$ cat src/design/sbsm_pkg.sv
package sbsm_pkg;

  // Program RAM size in bytes; a power of two from 2048 to 32768.
  localparam int unsigned PRG_RAM_BYTES = 8192;
  localparam int unsigned RAM_AW        = $clog2(PRG_RAM_BYTES);

  localparam int unsigned CFG_IDX_W  = 1;
  localparam int unsigned CFG_DATA_W = 5;

  localparam logic [CFG_IDX_W-1:0] CFG_PRG_BANK_COUNT = 1'b0;
  localparam logic [CFG_IDX_W-1:0] CFG_CHR_BANK_COUNT = 1'b1;

  typedef enum logic [1:0] {
    OP_CPU_READ  = 2'd0,
    OP_CPU_WRITE = 2'd1,
    OP_PPU_READ  = 2'd2,
    OP_PPU_WRITE = 2'd3
  } op_e;

  typedef enum logic [1:0] {
    REG_CONTROL  = 2'd0,
    REG_CHR_LOW  = 2'd1,
    REG_CHR_HIGH = 2'd2,
    REG_PRG      = 2'd3
  } reg_sel_e;

  localparam logic [4:0] CONTROL_RESET = 5'h1C;
  localparam logic [2:0] SHIFT_LAST    = 3'd4;

  typedef struct packed {
    logic        hit;
    logic        ram_access;
    logic [17:0] mapped_address;
    logic        ram_read;
    logic [1:0]  mirroring;
  } res_t;

  typedef struct packed {
    logic              re;
    logic              we;
    logic [RAM_AW-1:0] addr;
    logic [7:0]        wdata;
  } ram_req_t;

endpackage

$ cat src/design/sbsm_regs.sv
module sbsm_regs (
  input  logic                             clk_i,
  input  logic                             rst_ni,
  input  logic                             acc_i,
  input  logic [1:0]                       op_i,
  input  logic [15:0]                      addr_i,
  input  logic [7:0]                       wdata_i,
  input  logic                             cfg_we_i,
  input  logic [sbsm_pkg::CFG_IDX_W-1:0]  cfg_idx_i,
  input  logic [sbsm_pkg::CFG_DATA_W-1:0] cfg_data_i,
  output sbsm_pkg::res_t                   res_o,
  output sbsm_pkg::ram_req_t               ram_req_o
);

  logic [4:0] prg_cnt_q, prg_cnt_d;
  logic [4:0] chr_cnt_q, chr_cnt_d;
  logic [4:0] shift_val_q, shift_val_d;
  logic [2:0] shift_cnt_q, shift_cnt_d;
  logic [4:0] ctrl_q, ctrl_d;
  logic [4:0] chr_lo_q, chr_lo_d;
  logic [4:0] chr_hi_q, chr_hi_d;
  logic [4:0] chr_all_q, chr_all_d;
  logic [3:0] prg_lo_q, prg_lo_d;
  logic [3:0] prg_hi_q, prg_hi_d;
  logic [2:0] prg_all_q, prg_all_d;
  logic [1:0] mirror_q, mirror_d;

  logic        is_cpu, in_ram, in_rom, in_chr;
  logic [4:0]  shifted;
  logic [4:0]  last_bank_cfg;
  logic [4:0]  last_bank_cur;
  logic [15:0] ram_off;
  logic [3:0]  prg_bank;
  logic [4:0]  chr_bank;
  sbsm_pkg::op_e      op;
  sbsm_pkg::reg_sel_e sel;

  assign op      = sbsm_pkg::op_e'(op_i);
  assign sel     = sbsm_pkg::reg_sel_e'(addr_i[14:13]);
  assign is_cpu  = (op == sbsm_pkg::OP_CPU_READ) || (op == sbsm_pkg::OP_CPU_WRITE);
  assign in_ram  = addr_i[15:13] == 3'b011;
  assign in_rom  = addr_i[15];
  assign in_chr  = addr_i[15:13] == 3'b000;
  assign shifted = {wdata_i[0], shift_val_q[4:1]};
  assign last_bank_cfg = cfg_data_i - 5'd1;
  assign last_bank_cur = prg_cnt_q - 5'd1;
  assign ram_off  = {3'b000, addr_i[12:0]};
  assign prg_bank = addr_i[14] ? prg_hi_q : prg_lo_q;
  assign chr_bank = addr_i[12] ? chr_hi_q : chr_lo_q;

  always_comb begin
    prg_cnt_d   = prg_cnt_q;
    chr_cnt_d   = chr_cnt_q;
    shift_val_d = shift_val_q;
    shift_cnt_d = shift_cnt_q;
    ctrl_d      = ctrl_q;
    chr_lo_d    = chr_lo_q;
    chr_hi_d    = chr_hi_q;
    chr_all_d   = chr_all_q;
    prg_lo_d    = prg_lo_q;
    prg_hi_d    = prg_hi_q;
    prg_all_d   = prg_all_q;
    mirror_d    = mirror_q;

    if (cfg_we_i) begin
      if (cfg_idx_i == sbsm_pkg::CFG_PRG_BANK_COUNT) begin
        prg_cnt_d = cfg_data_i;
        prg_hi_d  = last_bank_cfg[3:0];
      end else if (cfg_idx_i == sbsm_pkg::CFG_CHR_BANK_COUNT) begin
        chr_cnt_d = cfg_data_i;
      end
    end else if (acc_i && (op == sbsm_pkg::OP_CPU_WRITE) && in_rom) begin
      if (wdata_i[7]) begin
        shift_val_d = '0;
        shift_cnt_d = '0;
        ctrl_d      = ctrl_q | 5'h0C;
      end else if (shift_cnt_q == sbsm_pkg::SHIFT_LAST) begin
        shift_val_d = '0;
        shift_cnt_d = '0;
        unique case (sel)
          sbsm_pkg::REG_CONTROL: begin
            ctrl_d   = shifted;
            mirror_d = shifted[1:0];
          end
          sbsm_pkg::REG_CHR_LOW: begin
            if (ctrl_q[4]) begin
              chr_lo_d = shifted;
            end else begin
              chr_all_d = {shifted[4:1], 1'b0};
            end
          end
          sbsm_pkg::REG_CHR_HIGH: begin
            if (ctrl_q[4]) begin
              chr_hi_d = shifted;
            end
          end
          sbsm_pkg::REG_PRG: begin
            if (!ctrl_q[3]) begin
              prg_all_d = shifted[3:1];
            end else if (!ctrl_q[2]) begin
              prg_lo_d = '0;
              prg_hi_d = shifted[3:0];
            end else begin
              prg_lo_d = shifted[3:0];
              prg_hi_d = last_bank_cur[3:0];
            end
          end
          default: ;
        endcase
      end else begin
        shift_val_d = shifted;
        shift_cnt_d = shift_cnt_q + 3'd1;
      end
    end
  end

  always_comb begin
    res_o           = '0;
    res_o.mirroring = mirror_d;
    ram_req_o.re    = 1'b0;
    ram_req_o.we    = 1'b0;
    ram_req_o.addr  = ram_off[sbsm_pkg::RAM_AW-1:0];
    ram_req_o.wdata = wdata_i;
    if (is_cpu) begin
      if (in_ram) begin
        res_o.ram_access = 1'b1;
        res_o.ram_read   = op == sbsm_pkg::OP_CPU_READ;
        ram_req_o.re     = acc_i && (op == sbsm_pkg::OP_CPU_READ);
        ram_req_o.we     = acc_i && (op == sbsm_pkg::OP_CPU_WRITE);
      end else if (in_rom && (op == sbsm_pkg::OP_CPU_READ)) begin
        res_o.hit = 1'b1;
        if (ctrl_q[3]) begin
          res_o.mapped_address = {prg_bank, addr_i[13:0]};
        end else begin
          res_o.mapped_address = {prg_all_q, addr_i[14:0]};
        end
      end
    end else if (in_chr) begin
      if (chr_cnt_q == 5'd0) begin
        res_o.hit            = 1'b1;
        res_o.mapped_address = {5'b00000, addr_i[12:0]};
      end else if (op == sbsm_pkg::OP_PPU_READ) begin
        res_o.hit = 1'b1;
        if (ctrl_q[4]) begin
          res_o.mapped_address = {1'b0, chr_bank, addr_i[11:0]};
        end else begin
          res_o.mapped_address = {1'b0, chr_all_q[4:1], addr_i[12:0]};
        end
      end
    end
  end

  always_ff @(posedge clk_i or negedge rst_ni) begin
    if (!rst_ni) begin
      prg_cnt_q   <= 5'd2;
      chr_cnt_q   <= '0;
      shift_val_q <= '0;
      shift_cnt_q <= '0;
      ctrl_q      <= sbsm_pkg::CONTROL_RESET;
      chr_lo_q    <= '0;
      chr_hi_q    <= '0;
      chr_all_q   <= '0;
      prg_lo_q    <= '0;
      prg_hi_q    <= 4'd1;
      prg_all_q   <= '0;
      mirror_q    <= '0;
    end else begin
      prg_cnt_q   <= prg_cnt_d;
      chr_cnt_q   <= chr_cnt_d;
      shift_val_q <= shift_val_d;
      shift_cnt_q <= shift_cnt_d;
      ctrl_q      <= ctrl_d;
      chr_lo_q    <= chr_lo_d;
      chr_hi_q    <= chr_hi_d;
      chr_all_q   <= chr_all_d;
      prg_lo_q    <= prg_lo_d;
      prg_hi_q    <= prg_hi_d;
      prg_all_q   <= prg_all_d;
      mirror_q    <= mirror_d;
    end
  end

endmodule

$ cat config.mk
export PLATFORM = sky130hd
export DESIGN_NAME = sbsm_regs
export DESIGN_NICKNAME = d
export VERILOG_FILES = /design/src/design/sbsm_pkg.sv /design/src/design/sbsm_regs.sv
export SDC_FILE = /design/constraint.sdc
export NUM_CORES = 1
export LEC_CHECK = 0
export ABC_AREA = 1
export ABC_CLOCK_PERIOD_IN_PS = 1600
export BUFFER_PORTS_ARGS = -buffer_cell sky130_fd_sc_hd__buf_2
export CAP_MARGIN = 15
export CORE_ASPECT_RATIO = 0.5
export CORE_MARGIN = 8
export CORE_UTILIZATION = 47
export CTS_CLUSTER_SIZE = 20
export DETAILED_ROUTE_END_ITERATION = 12
export PLACE_DENSITY = 0.78
export RECOVER_POWER = 25
export SKIP_LAST_GASP = 1
export SLEW_MARGIN = 20
export SYNTH_ARGS = -nofsm -noshare
export SYNTH_HDL_FRONTEND = slang
export SYNTH_SLANG_ARGS = --single-unit
$ cat constraint.sdc
create_clock -name clk_i -period 1.6 [get_ports clk_i]
set_clock_uncertainty 0.15 [all_clocks]
set_input_delay 0.08 -clock clk_i [delete_from_list [all_inputs] [get_ports clk_i]]
set_output_delay 0.08 -clock clk_i [all_outputs]
set_load 0.02 [all_outputs]
======== Word level (Yosys, flattened, before mapping) ========
Index checks and enable logic that the tools add are counted.
W data, S select, Z words.
storage, ports and cells
  input bits .............................. 36
  bits in latches ......................... 0
  bits in read-only memories .............. 0
  memories ................................ 0
  register bits after elaboration ......... 49
  word-level logic and storage cells ...... 99
  memory bits (writable) .................. 0
operators by class
  order comparisons ....................... 0
  add/sub/neg operators ................... 3
  mux-type cells .......................... 43
  div/mod/pow operators ................... 0
  shift operators ......................... 0
  eq/ne operators ......................... 9
  bitwise operators ....................... 5
  multiply operators ...................... 0
  reductions and logical operators ........ 26
operator list
  cell                   count
  $mux W18               4
  $mux W17               4
  $mux W4                13
  $reduce_and A6 Y1      6
  $mux W5                3
  $mux W2                7
  $reduce_bool A2 Y1     6
  $mux W1                10
  $sub A4 B1 Y4 const B  2
  $eq A2 B2 Y1 const B   3
  $mux W3                2
  $reduce_and A2 Y1      3
  $logic_not A5 Y1       1
  $not A1 Y1             5
  $reduce_and A5 Y1      1
  $eq A2 B1 Y1 const B   2
  $logic_and A1 B1 Y1    4
  $logic_not A2 Y1       2
  $reduce_and A4 Y1      1
  $add A3 B1 Y3 const B  1
  $eq A3 B2 Y1 const B   1
  $eq A3 B3 Y1 const B   1
  $logic_not A3 Y1       1
  $ne A2 B1 Y1 const B   1
  other kinds (2)        2

======== Longest topological paths before layout ========
  depth in word-level cells ............... 8
  mapped depth ............................ 9
  depth with buffers taken out ............ 9

======== Least setup slack after synthesis ========
Ideal clock, no wire load.
  path type ............................... register to register
  start ................................... register shift_cnt_q[0]
  end ..................................... register mirror_q[0]
  setup time .............................. 159 ps
  stages on the path, launching flop included .. 7
  period minus slack after synthesis ...... 1622 ps
  slack ................................... -22 ps
  arrival ................................. 1314 ps
  cells stage by stage .................... dfrtp_1 -> inv_1 -> ha_1 -> nand2_2 -> inv_1 -> nand3_2 -> o21ai_1
RTL lines
  what                    line              text
  from (decl)             sbsm_regs.sv:18   logic [2:0] shift_cnt_q, shift_cnt_d;
  from (signal assigned)  sbsm_regs.sv:171  shift_cnt_q <= shift_cnt_d;
  to (signal assigned)    sbsm_regs.sv:179  mirror_q <= mirror_d;
  to (decl)               sbsm_regs.sv:26   logic [1:0] mirror_q, mirror_d;

==> impl_metrics.yaml <==
run_status:
  run_status: "complete, but fails checks"
  failed_checks: "negative hold slack, negative setup slack"
cells_and_area:
  multi_input_area_mm2: 0.00139
  nets: 471
  fillers: 434
  syn_to_final_growth_pct: 33.3
  drive_above_1_share: 0.347
  seq_area_mm2: 0.00116
  diodes: 0
  stdcell_area_mm2: 0.00364
power_and_ir_drop:
  power_density_mw_per_mm2: 955
  pwr-share-clk: 0.334
  p_sw_uw: 1070
  sequentialPowerShare: 0.402
  power_leakage_uw: 0.00181
  p_int_uw: 2410
  p_comb_frac: 0.263
  power.share.switching: 0.307
  irDropWorstVdd_mv: 0.616
setup_path:
  worstSetupPathType: "reg2out"
  worst_setup_path_start_kind: "register"
  crit_family: "simple AND/OR/NAND/NOR gates"
  path_buf_inv: 1
  cp.required_ps: 1370
  timing.rr.start: "shift_cnt_q[1]"
  worst-path-max-fanout: 13
  cp-end-kind: "output port"
  critical_path.cell_chain: "nor2_2, nand4_1, a21oi_2, nor2_4, nor2_1, buf_4"
  worstPathArrival_ps: 1620
  crit_path_top_delay_cell: "dfrtp_1"
  crit_start: "chr_cnt_q[1]"
  slowest_delay_ps: 390
place:
  io_buffers: 69
  gp_congestion: 0.778
  post_dp_cell_area_mm2: 0.00311
  dp_hpwl_um: 4940
global_route:
  grt_pass1_vias: 2464
  antenna_found_initial: 0
  overflow: 0
  gr-usage-all-layers: 0.164
  grt_pass1_wl_um: 11500
  grt_max_degree: 47
sta:
  worst_slack_ps: -248
  setup_viol: 38
  min_period_over_period: 1.16
  hold_viol: 2
  drv_slew: 0
  worst_pin_slew_ps: 618
  max_clock_freq_ghz: 0.541
  whs_ps: -4.07
  finalCriticalPeriod_ps: 1850
  fin_setup_tns_ps: -4320
  rsz0062_at_grt: "true"
  relSlewSlack: 0.588
hold_path:
  worstHoldStart: "cfg_data_i[2]"
  hold_path.class: "in2reg"
die:
  ios: 82
  die_w_um: 124
  dieArea_mm2: 0.00866
  fp.dieH_um: 69.9
  start_util: 0.494
  num_rows: 19
  core_mm2: 0.00554
cts:
  htreeDepth: 2
  cts.reportedPaths.clkPinSlew_ps: 60
  cts-root-buf: "clkbuf_16"
  clk_latency_ps: 290
  cts_tree: "built"
  cts.sinks: 46
  clock_path_buffers: 2
  cts_made_buffers: 5
logic_synthesis:
  ys_ff_latch: 46
  synth_ff_type: "dfrtp_1"
  synthTopCellsByArea: "dfrtp_1 38%, nand2_1 11%, o21ai_0 6.2%"
  synth_top_cell_area_share: 0.375
  yosysWarningCount: 0
  synth_nets: 389
  syn-instance-count: 349
  avgSynthCellArea_um2: 7.83
  synthArstFlopShare: 1.00
  synth_edf_count: 0
  ys_types: 33
  synth_largest_area_cell: "dfrtp_1"
  yosysSeqAreaShare: 0.423
  synth_common_cells: "82 x nand2_1, 43 x inv_1, 41 x dfrtp_1"
  syn_area_mm2: 0.00273
  yosysMostFrequentCell: "nand2_1"
route:
  firstDrtPassIters: 5
  drc: 0
  postRouteAntennaNets: 0
  drt_iter0_drc: 156
  drt_wl_total_um: 7290
  drt-vias-per-instance: 5.07
  wl_per_cell_um: 14.4
  vias: 2559
job:
  cap_viol_max_count: 0
-- power groups by stage --
| stage | sequential (uW) | combinational (uW) | clock, uW |
|---|---|---|---|
| 6_report | 1400 | 917 | 1160 |
| 4_1_cts | 1380 | 825 | 1170 |
| 3_5_place_dp | 1400 | 698 | 0 |
| 3_3_place_gp | 1390 | 684 | 0 |
| 5_1_grt | 1410 | 1010 | 1230 |
| 2_1_floorplan | 1360 | 475 | 0 |
-- state kept, by name (all words and copies together), names as in the netlist --
| signal | count |
|---|---|
| shift_cnt_q | 3 |
| prg_cnt_q | 4 |
| ctrl_q | 3 |
| prg_all_q | 3 |
| shift_val_q | 4 |
| prg_hi_q | 4 |
| mirror_q | 2 |
| prg_lo_q | 4 |
| chr_lo_q | 5 |
| chr_cnt_q | 5 |
| chr_all_q | 4 |
| chr_hi_q | 5 |
-- routing by layer --
| metal | vias up | track usage | share of wire |
|---|---|---|---|
| met5 | - | 0 | 0 |
| met4 | 0 | 0.0570 | 0.023 |
| met3 | 21 | 0.0377 | 0.079 |
| met2 | 81 | 0.278 | 0.48 |
| met1 | 1194 | 0.200 | 0.41 |
| li1 | 1263 | - | - |
-- worst register-to-register path: stages, from the launching register on --
cell and delay [ps]:
dfrtp_1 390, inv_2 90, ha_4 170, nand2_8 70, nor3_4 260, buf_6 160, nand3_4 120, nand2_1 110
o21ai_2 50
-- area by class of cell --
| cell class | instances | share of cell area |
|---|---|---|
| clock buffers | 6 | 0.0354 |
| clock inverters | 2 | 0.0103 |
| inverters | 45 | 0.0477 |
| multi-input cells | 231 | 0.380 |
| flip-flops and latches | 46 | 0.318 |
| well taps | 73 | 0.0251 |
| repair buffers | 102 | 0.183 |
-- cells in the final DEF (no fill, tap or decap), drive strengths merged --
cell         count
clkinvlp         1
o31ai            1
inv             45
buf             83
nand3b           2
nand2           86
ha               4
dfrtp           41
bufinv           1
xor2             2
nor2            38
a21oi           13
o21ai           52
and2             1
nand3           19
nor3             6
nand4            2
o22ai            4
dlygate4sd3      4
clkbuf          21
dfstp            5
xnor2            1
-- repair_timing --
item                                   in CTS  in global routing
hold buffers                                4                  0
cloned                                      0                  1
endpoints found under the hold margin      51                  0
pin swaps                                   9                 16
setup endpoints to repair                  26                 43
setup buffers                               7                  4
gates resized for setup                    51                 41
-- path summary, 6_finish.rpt --
check	endpoint	slack, ps	depth (start not counted)
worst max-delay path	res_o[4]	-250	6
worst min-delay path	chr_cnt_q[2]	-4	3
worst max register to register	prg_lo_q[1]	-70	8
worst min register to register	chr_hi_q[0]	330	2
max in group asynchronous	chr_hi_q[3]	580	3
min in group asynchronous	chr_cnt_q[3]	300	3
-- cell families (layout without fill, tap and decap cells) --
family,Yosys count,after routing,synth area share
and+or+nand+nor,153,154,0.275
buffers and inverters,73,155,0.138
AOI/OAI and AO/OA,70,70,0.136
DFF,46,46,0.423
adders and majority gates,4,4,0.0183
xor gates and xnor gates,3,3,0.00961
-- stage by stage --
step,hold slack [ps],worst slack (ps),util,std cells,total power [uW]
floorplan,-366,-22.2,-,349,1840
global placement,-76.2,-82.0,0.562,481,2080
detailed placement,-70.6,-139,0.562,481,2090
CTS,0.551,-204,0.634,500,3370
global route,10.1,-340,0.658,505,3650
finish,-4.07,-248,0.658,505,3480
No activity file was read; power rests on OpenSTA's default activity.
